**src/design/lpmt_pkg.sv**
```systemverilog
`default_nettype none
package lpmt_pkg;

    localparam int ADDR_W = 32;
    localparam int SLOT_W = 4;
    localparam int CMD_W  = 2;

    // command codes
    localparam logic [CMD_W-1:0] CMD_WRITE  = 2'd0;
    localparam logic [CMD_W-1:0] CMD_CLEAR  = 2'd1;
    localparam logic [CMD_W-1:0] CMD_LOOKUP = 2'd2;

    // search word handed from cell to cell
    typedef struct packed {
        logic [ADDR_W-1:0] addr;
        logic              hit;
        logic [SLOT_W-1:0] slot;
        logic [ADDR_W-1:0] mask;
    } t_srch;

    // table update broadcast to every cell
    typedef struct packed {
        logic              we;
        logic              clr;
        logic [SLOT_W-1:0] slot;
        logic [ADDR_W-1:0] dest;
        logic [ADDR_W-1:0] mask;
        logic              enable;
    } t_wr;

endpackage
`default_nettype wire

```
**src/design/lpmt_if.sv**
```systemverilog
`default_nettype none
// request channel
interface lpmt_req_if;
    import lpmt_pkg::*;
    logic              valid;
    logic              ready;
    logic [CMD_W-1:0]  cmd;
    logic [SLOT_W-1:0] entry_slot;
    logic [ADDR_W-1:0] route_dest;
    logic [ADDR_W-1:0] route_mask;
    logic              route_enable;
    logic [ADDR_W-1:0] query_addr;

    modport source (output valid, cmd, entry_slot, route_dest, route_mask, route_enable,
                    query_addr, input ready);
    modport sink   (input valid, cmd, entry_slot, route_dest, route_mask, route_enable,
                    query_addr, output ready);
endinterface

// response channel
interface lpmt_rsp_if;
    import lpmt_pkg::*;
    logic              valid;
    logic              ready;
    logic              found;
    logic [SLOT_W-1:0] best_slot;
    logic [ADDR_W-1:0] best_mask;

    modport source (output valid, found, best_slot, best_mask, input ready);
    modport sink   (input valid, found, best_slot, best_mask, output ready);
endinterface
`default_nettype wire

```
**src/design/lpmt_cell.sv**
```systemverilog
`default_nettype none
module lpmt_cell
    import lpmt_pkg::*;
#(
    parameter int SLOT_IDX = 0
) (
    input  wire logic  i_clk,
    input  wire logic  i_rst_n,
    input  wire t_wr   i_wr,
    input  wire logic  i_vld,
    input  wire t_srch i_srch,
    output logic       o_vld,
    output t_srch      o_srch
);

    // only the slots reachable by the 4-bit slot field can be written
    localparam bit               WRITABLE = (SLOT_IDX < (1 << SLOT_W));
    localparam logic [SLOT_W-1:0] SLOT_LO = SLOT_W'(SLOT_IDX);

    logic              r_valid;
    logic [ADDR_W-1:0] r_dest;
    logic [ADDR_W-1:0] r_mask;
    logic              r_vld;
    t_srch             r_srch;
    t_srch             n_srch;
    logic              wr_hit;
    logic              match;
    logic              take;

    assign wr_hit = WRITABLE && i_wr.we && (i_wr.slot == SLOT_LO);

    // route entry: valid mark
    always_ff @(posedge i_clk) begin
        if (!i_rst_n) begin
            r_valid <= 1'b0;
        end else if (i_wr.clr) begin
            r_valid <= 1'b0;
        end else if (wr_hit) begin
            r_valid <= i_wr.enable;
        end
    end

    // route entry: dest and mask, only read while valid
    always_ff @(posedge i_clk) begin
        if (wr_hit) begin
            r_dest <= i_wr.dest;
            r_mask <= i_wr.mask;
        end
    end

    // compare against this entry, keep the longer mask (earlier slot on a tie)
    assign match = r_valid && ((i_srch.addr & r_mask) == (r_dest & r_mask));
    assign take  = match && (!i_srch.hit || (r_mask > i_srch.mask));

    always_comb begin
        n_srch = i_srch;
        if (take) begin
            n_srch.hit  = 1'b1;
            n_srch.slot = SLOT_LO;
            n_srch.mask = r_mask;
        end
    end

    // hand the search word to the next cell
    always_ff @(posedge i_clk) begin
        if (!i_rst_n) begin
            r_vld <= 1'b0;
        end else begin
            r_vld <= i_vld;
        end
    end

    always_ff @(posedge i_clk) begin
        r_srch <= n_srch;
    end

    assign o_vld  = r_vld;
    assign o_srch = r_srch;

endmodule
`default_nettype wire

```
**src/design/longest_prefix_match_table_unit.sv**
```systemverilog
`default_nettype none
// IPv4 longest-prefix-match route table. Every request word gives exactly one
// response word. Write and clear update the table (writes to a slot at or
// above TABLE_ENTRIES are dropped) and answer with an all-zero response in the
// cycle after acceptance, as do unused command codes. A lookup walks a search
// word down a row of TABLE_ENTRIES cells, one cell per cycle, each holding one
// route; the result is caught in a buffer at the end of the row and then
// loaded into the output register, reporting the matching valid route with
// the greatest mask (lowest slot on a tie; a zero mask is a default route
// that matches everything). One request is in flight at a time: the next is
// taken once the previous response has been loaded into the output register
// and that register is free again. No clearing pass is needed after reset.
module longest_prefix_match_table_unit
    import lpmt_pkg::*;
#(
    parameter int TABLE_ENTRIES = 16
) (
    input  wire logic  i_clk,
    input  wire logic  i_rst_n,
    lpmt_req_if.sink   i_req,
    lpmt_rsp_if.source o_rsp
);

    logic              acc;
    logic              acc_lookup;
    logic              out_free;
    logic              hold_move;
    t_wr               wr;
    logic              chain_vld [TABLE_ENTRIES+1];
    t_srch             chain_srch [TABLE_ENTRIES+1];

    logic              r_busy;
    logic              r_hold_vld;
    t_srch             r_hold;
    logic              r_ovld;
    logic              r_found;
    logic [SLOT_W-1:0] r_slot;
    logic [ADDR_W-1:0] r_mask;

    // handshake
    assign out_free   = !r_ovld || o_rsp.ready;
    assign i_req.ready = !r_busy && out_free;
    assign acc        = i_req.valid && i_req.ready;
    assign acc_lookup = acc && (i_req.cmd == CMD_LOOKUP);
    assign hold_move  = r_hold_vld && out_free;

    // table update broadcast
    always_comb begin
        wr.we     = acc && (i_req.cmd == CMD_WRITE);
        wr.clr    = acc && (i_req.cmd == CMD_CLEAR);
        wr.slot   = i_req.entry_slot;
        wr.dest   = i_req.route_dest;
        wr.mask   = i_req.route_mask;
        wr.enable = i_req.route_enable;
    end

    // search word enters the first cell
    always_comb begin
        chain_vld[0]       = acc_lookup;
        chain_srch[0].addr = i_req.query_addr;
        chain_srch[0].hit  = 1'b0;
        chain_srch[0].slot = '0;
        chain_srch[0].mask = '0;
    end

    // row of route cells
    for (genvar g = 0; g < TABLE_ENTRIES; g++) begin : g_cell
        lpmt_cell #(
            .SLOT_IDX (g)
        ) u_cell (
            .i_clk   (i_clk),
            .i_rst_n (i_rst_n),
            .i_wr    (wr),
            .i_vld   (chain_vld[g]),
            .i_srch  (chain_srch[g]),
            .o_vld   (chain_vld[g+1]),
            .o_srch  (chain_srch[g+1])
        );
    end

    // control: lookup in flight, catch buffer at the end of the row
    always_ff @(posedge i_clk) begin
        if (!i_rst_n) begin
            r_busy     <= 1'b0;
            r_hold_vld <= 1'b0;
        end else begin
            if (acc_lookup) begin
                r_busy <= 1'b1;
            end else if (hold_move) begin
                r_busy <= 1'b0;
            end
            if (chain_vld[TABLE_ENTRIES]) begin
                r_hold_vld <= 1'b1;
            end else if (hold_move) begin
                r_hold_vld <= 1'b0;
            end
        end
    end

    always_ff @(posedge i_clk) begin
        if (chain_vld[TABLE_ENTRIES]) begin
            r_hold <= chain_srch[TABLE_ENTRIES];
        end
    end

    // output register
    always_ff @(posedge i_clk) begin
        if (!i_rst_n) begin
            r_ovld <= 1'b0;
        end else if ((acc && !acc_lookup) || hold_move) begin
            r_ovld <= 1'b1;
        end else if (o_rsp.ready) begin
            r_ovld <= 1'b0;
        end
    end

    always_ff @(posedge i_clk) begin
        if (acc && !acc_lookup) begin
            r_found <= 1'b0;
            r_slot  <= '0;
            r_mask  <= '0;
        end else if (hold_move) begin
            r_found <= r_hold.hit;
            r_slot  <= r_hold.hit ? r_hold.slot : '0;
            r_mask  <= r_hold.hit ? r_hold.mask : '0;
        end
    end

    assign o_rsp.valid     = r_ovld;
    assign o_rsp.found     = r_found;
    assign o_rsp.best_slot = r_slot;
    assign o_rsp.best_mask = r_mask;

`ifndef SYNTHESIS
    a_miss_zero : assert property (@(posedge i_clk) disable iff (!i_rst_n)
        (o_rsp.valid && !o_rsp.found) |-> (o_rsp.best_slot == '0 && o_rsp.best_mask == '0))
        else $error("miss response carries nonzero slot or mask");
    a_tail_busy : assert property (@(posedge i_clk) disable iff (!i_rst_n)
        chain_vld[TABLE_ENTRIES] |-> (r_busy && !r_hold_vld))
        else $error("search word left the row with no lookup pending");
    a_lookup_busy : assert property (@(posedge i_clk) disable iff (!i_rst_n)
        acc_lookup |=> r_busy)
        else $error("accepted lookup did not mark the unit busy");
    a_hold_busy : assert property (@(posedge i_clk) disable iff (!i_rst_n)
        r_hold_vld |-> (r_busy && !i_req.ready))
        else $error("held lookup result without busy");
`endif

endmodule
`default_nettype wire
```
**src/flat_wrapper.sv**
```systemverilog
// flat-port wrapper written by rule: the top's interface ports become plain ports
module longest_prefix_match_table_unit_flat import lpmt_pkg::*;
#(
    parameter int TABLE_ENTRIES = 16
)
  (i_clk, i_rst_n, i_req_valid, i_req_cmd, i_req_entry_slot, i_req_route_dest, i_req_route_mask, i_req_route_enable, i_req_query_addr, i_req_ready, o_rsp_valid, o_rsp_found, o_rsp_best_slot, o_rsp_best_mask, o_rsp_ready);
  lpmt_req_if i_req_i ();
  lpmt_rsp_if o_rsp_i ();
  input  wire logic i_clk;
  input  wire logic i_rst_n;
  input wire logic [$bits(i_req_i.valid)-1:0] i_req_valid;
  input wire logic [$bits(i_req_i.cmd)-1:0] i_req_cmd;
  input wire logic [$bits(i_req_i.entry_slot)-1:0] i_req_entry_slot;
  input wire logic [$bits(i_req_i.route_dest)-1:0] i_req_route_dest;
  input wire logic [$bits(i_req_i.route_mask)-1:0] i_req_route_mask;
  input wire logic [$bits(i_req_i.route_enable)-1:0] i_req_route_enable;
  input wire logic [$bits(i_req_i.query_addr)-1:0] i_req_query_addr;
  output wire logic [$bits(i_req_i.ready)-1:0] i_req_ready;
  output wire logic [$bits(o_rsp_i.valid)-1:0] o_rsp_valid;
  output wire logic [$bits(o_rsp_i.found)-1:0] o_rsp_found;
  output wire logic [$bits(o_rsp_i.best_slot)-1:0] o_rsp_best_slot;
  output wire logic [$bits(o_rsp_i.best_mask)-1:0] o_rsp_best_mask;
  input wire logic [$bits(o_rsp_i.ready)-1:0] o_rsp_ready;
  assign i_req_i.valid = i_req_valid;
  assign i_req_i.cmd = i_req_cmd;
  assign i_req_i.entry_slot = i_req_entry_slot;
  assign i_req_i.route_dest = i_req_route_dest;
  assign i_req_i.route_mask = i_req_route_mask;
  assign i_req_i.route_enable = i_req_route_enable;
  assign i_req_i.query_addr = i_req_query_addr;
  assign i_req_ready = i_req_i.ready;
  assign o_rsp_valid = o_rsp_i.valid;
  assign o_rsp_found = o_rsp_i.found;
  assign o_rsp_best_slot = o_rsp_i.best_slot;
  assign o_rsp_best_mask = o_rsp_i.best_mask;
  assign o_rsp_i.ready = o_rsp_ready;
  longest_prefix_match_table_unit #(.TABLE_ENTRIES(TABLE_ENTRIES)) u_core (.i_clk(i_clk), .i_rst_n(i_rst_n), .i_req(i_req_i), .o_rsp(o_rsp_i));
endmodule
```
**config.mk**
```make
export PLATFORM = sky130hd
export DESIGN_NAME = longest_prefix_match_table_unit_flat
export DESIGN_NICKNAME = d
export VERILOG_FILES = /design/src/design/lpmt_pkg.sv /design/src/design/lpmt_if.sv /design/src/design/lpmt_cell.sv /design/src/design/longest_prefix_match_table_unit.sv /design/src/flat_wrapper.sv
export SDC_FILE = /design/constraint.sdc
export NUM_CORES = 2
export LEC_CHECK = 0
export BUFFER_PORTS_ARGS = -buffer_cell sky130_fd_sc_hd__buf_4
export CORE_MARGIN = 4
export CORE_UTILIZATION = 45
export DETAILED_ROUTE_END_ITERATION = 10
export GPL_ROUTABILITY_DRIVEN = 0
export GPL_TIMING_DRIVEN = 0
export HOLD_SLACK_MARGIN = 0.1
export PLACE_DENSITY = 0.63
export SYNTH_ARGS = -nofsm -noshare
export SYNTH_HDL_FRONTEND = slang
export SYNTH_HIERARCHICAL = 1
export SYNTH_SLANG_ARGS = --single-unit
```
**constraint.sdc**
```tcl
create_clock -name i_clk -period 16.6 [get_ports i_clk]
set_input_delay 0.83 -clock i_clk [delete_from_list [all_inputs] [get_ports i_clk]]
set_output_delay 0.83 -clock i_clk [all_outputs]
set_load 0.1 [all_outputs]
```
Yosys cells after proc, flatten, opt, wreduce, memory -nomap -nowiden
Cells that the tools add are included.
{"block": "totals", "register_bits": 2205, "input_bits": 107, "output_inout_bits": 39}
{"block": "classes", "n_lt_le_gt_ge": 15, "eq_ne": 33, "n_mux": 23, "bitwise": 33, "n_reduce_logical": 95}
{"op": "$and A32 B32 Y32", "count": 32}
{"op": "$eq A32 B32 Y1", "count": 16}
{"op": "$mux W32", "count": 16}
{"op": "$gt A32 B32 Y1", "count": 15}
{"op": "$logic_and A1 B1 Y1", "count": 54}
{"op": "$mux W37", "count": 1}
{"op": "$eq A4 B4 Y1 const B", "count": 8}
{"op": "$logic_not A1 Y1", "count": 18}
{"op": "$logic_or A1 B1 Y1", "count": 17}
{"op": "$eq A4 B3 Y1 const B", "count": 4}
{"op": "$eq A4 B2 Y1 const B", "count": 2}
{"op": "$reduce_bool A2 Y1", "count": 3}
{"op": "$mux W1", "count": 5}
{"op": "$eq A4 B1 Y1 const B", "count": 1}
{"op": "$logic_not A4 Y1", "count": 1}
{"op": "$mux W4", "count": 1}
{"op": "$eq A2 B1 Y1 const B", "count": 1}
{"op": "$eq A2 B2 Y1 const B", "count": 1}
{"op": "$logic_not A2 Y1", "count": 1}
{"op": "$reduce_or A2 Y1", "count": 1}
{"op": "$not A1 Y1", "count": 1}

Longest topological paths before layout
{"block": "depth", "word_depth": 9, "depth_mapped": 9, "depth_no_buf": 8}

By module
The synthesis kept the hierarchy.
{"module": "lpmt_cell (u_core.g_cell[10].u_cell ...)", "instances": 5, "cells_per_inst": 347, "area_per_inst_um2": 5083.6, "seq_area_each_um2": 3343.2}
{"module": "lpmt_cell (u_core.g_cell[1].u_cell ...)", "instances": 2, "cells_per_inst": 347, "area_per_inst_um2": 5198.7, "seq_area_each_um2": 3343.2}
{"module": "lpmt_cell (u_core.g_cell[11].u_cell ...)", "instances": 2, "cells_per_inst": 347, "area_per_inst_um2": 5159.9, "seq_area_each_um2": 3343.2}
{"module": "lpmt_cell (u_core.g_cell[13].u_cell ...)", "instances": 2, "cells_per_inst": 347, "area_per_inst_um2": 5156.2, "seq_area_each_um2": 3343.2}
{"module": "lpmt_cell (u_core.g_cell[0].u_cell)", "instances": 1, "cells_per_inst": 347, "area_per_inst_um2": 5197.5, "seq_area_each_um2": 3343.2}
{"module": "lpmt_cell (u_core.g_cell[4].u_cell)", "instances": 1, "cells_per_inst": 347, "area_per_inst_um2": 5195.0, "seq_area_each_um2": 3343.2}
{"module": "lpmt_cell (u_core.g_cell[9].u_cell)", "instances": 1, "cells_per_inst": 351, "area_per_inst_um2": 5173.7, "seq_area_each_um2": 3343.2}
{"module": "lpmt_cell (u_core.g_cell[8].u_cell)", "instances": 1, "cells_per_inst": 351, "area_per_inst_um2": 5171.2, "seq_area_each_um2": 3343.2}
{"module": "lpmt_cell (u_core.g_cell[15].u_cell)", "instances": 1, "cells_per_inst": 348, "area_per_inst_um2": 5078.6, "seq_area_each_um2": 3343.2}
{"module": "longest_prefix_match_table_unit", "instances": 1, "cells_per_inst": 229, "area_per_inst_um2": 2747.6, "seq_area_each_um2": 1911.8}

Worst setup path before layout
Ideal clock, no wire load.
{"block": "synth_path", "kind": "in2reg", "startpoint": "input o_rsp_ready", "endpoint": "register u_core.g_cell[11].u_cell.r_valid", "arrival_ps": 9145, "t_required_ps": 16502, "setup_slack_ps": 7357, "cell_stages": 8, "n_path_buf": 1, "path_cell_list": "nand2b_1 -> buf_2 -> nand2_1 -> nor3_1 -> nand2_1 -> nor4bb_1 -> mux2i_1 -> nor3b_1"}
{"element": "start, declared", "line": "flat_wrapper.sv:23", "source": "input wire logic [$bits(o_rsp_i.ready)-1:0] o_rsp_ready;"}
{"element": "end signal, assigned", "line": "lpmt_cell.sv:39", "source": "r_valid <= i_wr.enable;"}
{"element": "end, declared", "line": "lpmt_cell.sv:20", "source": "logic r_valid;"}

==> summary.txt <==
Worst setup path
  – Worst setup SP type: flip-flop
  – WS Path Type: reg -> reg
  – Critical Path AT: around 4700 ps
  – Max FO, Critical Path: 10
  – Crit end category: flip-flop
  – CP required: 17290 ps

Clock network
  – CTS tree: done
  – Max clock buf depth: 3
  – PostCTS Resize Cnt: 0
  – CTS Buf Count: 210
  – Clock sink total: 2205
  – Register clock-pin slew on the reported worst setup and hold paths: ~60 ps
  – Clk_lat worst skew: 820 ps
  – CTS H-tree lvls: 4
  – Clock root buffer: clkbuf_16
  – Post CTS Setup Buffer Count: 0
  – Post-cts hold buffer count: 32

Route
  – DRC viols: 0
  – DR top layer: met4
  – Post-DR wirelength/cell: 21.8 um
  – Via density: 5.04
  – Detailed-route via count: between 40000 and 50000
  – First drt pass iteration count: 8
  – Antenna-violating nets left: 0
  – DRT Wirelength: slightly below 200000 um
  – Metal1 wirelength: 78500 um
  – Met2 wire length: roughly 95000 um
  – Met3 WL post-DR: roughly 6000 um
  – First DRT Iteration DRCs: 2499

Finish
  – Fin area: 97100 sq um
  – Fillcell total: 15400
  – Area taken by multi-input logic gates: 27200 sq um
  – Area growth syn-to-layout: 15.0%
  – Share of layout cells above drive strength 1: 15.0%
  – Sequential Area: 54800 sq um
  – # nets final: 6878

Hold path
  – Hold crit path type: reg -> reg

Floorplan
  – Rows: 158
  – Chip Height: 441 um
  – Die area: 194000 sq um
  – Chip Width: 441 um
  – Initial core utilization: 45.4%
  – Io pins: between 100 and 150
  – Core area: 186000 sq um

Placement
  – Dpl cell area: 89500 sq um
  – DP HPWL: roughly 150000 um
  – PortBufs: 145

Power
  – LEAKAGE: 39.5 nW
  – Highest ir drop seen on vdd: 108 uV
  – Power Total: 11.3 mW
  – PD cells: ~120 nW/um^2

Logic synthesis
  – Syn. warnings: 6
  – Mean post-synth cell area: 14.7 sq um
  – Mapped cell area: 84400 sq um
  – Mapped Cells: 5758

Job
  – MaxCap Viol Count: 0

Timing
  – Worst slew pin tran: just over 1000 ps
  – Setup-failing EPs final: 0
  – Hold WS: 356 ps
  – Final Hold Viols: 0
  – Slew HR: 32.3%
  – Setup TNS: 0 ps
  – Clock Skew: 26.1 ps
  – Tcrit/Tclk final: 24.3%
  – FMAX: 248 MHz
  – Min Clock Period, post-route: 4040 ps
  – Final Max Slew Viols: 0
  – RSZ-0062 raised after global routing: false

GRT
  – First-pass GRT wire length: 287000 um
  – Initial antenna violation count: 0
  – Vias in the first global route: between 40000 and 50000
  – Largest net degree at the start of global routing: 66
  – GR Overflow Total: 0
  – GRT Util Overall: between 15 and 20%

Status
  – Status: finished, final reports clean
## through the flow
| stage | instances | worst slack, ps | utilization, % |
|---|---|---|---|
| floorplan | 5828 | 7360 | - |
| global placement | 8453 | 2680 | 47.7 |
| detailed placement | 8495 | 12130 | 48.1 |
| CTS | 8926 | 12650 | 52.2 |
| global route | 8926 | 12450 | 52.2 |
| finish | 8927 | 12560 | 52.2 |
## area by class of cell
class                           instances  share of cell area, %
Antenna cell                            1                0.00258
Buffer                                 72                  0.718
Clock buffer                          301                   6.27
Clock inverter                         98                   1.18
Inverter                              547                   2.12
Multi-Input combinational cell       3004                   28.1
Sequential cell                      2205                   56.4
Tap cell                             2480                   3.20
Timing Repair Buffer                  219                   2.03
## report_power, final
| part | internal, mW | leakage (nW) | total [mW] | switching (mW) |
|---|---|---|---|---|
| registers | 5.84 | 19.2 | 5.94 | 0.0925 |
| clock network | 2.90 | 3.57 | 4.89 | 1.99 |
| logic | 0.203 | 16.8 | 0.456 | 0.254 |
## state kept, by name (all words and copies together) (netlist names)
name                          count
u_core/g_cell.u_cell/r_valid     16
u_core/g_cell.u_cell/r_mask     512
u_core/o_rsp.valid                1
u_core/r_hold                    37
u_core/r_hold_vld                 1
u_core/g_cell.u_cell/r_dest     512
u_core/o_rsp.best_mask           32
u_core/o_rsp.found                1
u_core/g_cell.u_cell/o_srch    1072
u_core/o_rsp.best_slot            4
u_core/g_cell.u_cell/o_vld       16
u_core/r_busy                     1
## layer usage
| metal | vias to the layer above | global-route usage, % |
|---|---|---|
| met1 | 21500 | 23.2 |
| met4 | 0 | 13.8 |
| met3 | 476 | 2.59 |
| met5 | - | 0 |
| met2 | 1004 | 34.1 |
| li1 | 22000 | - |
## placed cells by master, fill, tap and decap left out, types with 71 or more instances in the layout
cell and count:
ha_1 512, nand2_1 122, conb_1 71, mux2_1 192
inv_1 547, clkbuf_16 217, o21ai_0 89, a21oi_1 218
dfxtp_1 1143, buf_4 162, mux2_2 96, xor2_1 512
a22oi_1 160, nand4_1 182, edfxtp_1 1061, mux2_4 224
## critical path, stage by stage (launching register included)
cell,delay [ps]
edfxtp_1,550
ha_1,390
a21oi_1,190
o21ai_0,260
a221oi_1,940
nor2_1,170
o311ai_4,790
buf_6,260
mux2_1,350
## worst paths after layout
| check | startpoint | to | slack [ps] | cells after the start |
|---|---|---|---|---|
| setup / recovery | u_core/g_cell[3].u_cell/r_mask[27] | u_core/g_cell[3].u_cell/o_srch[7] | 12560 | 8 |
| hold / removal | u_core/g_cell[13].u_cell/o_srch[58] | u_core/g_cell[14].u_cell/o_srch[58] | 360 | 0 |
| setup reg to reg | u_core/g_cell[3].u_cell/r_mask[27] | u_core/g_cell[3].u_cell/o_srch[7] | 12560 | 8 |
| hold reg to reg | u_core/g_cell[13].u_cell/o_srch[58] | u_core/g_cell[14].u_cell/o_srch[58] | 360 | 0 |
Power figures use the tool's default switching activity.
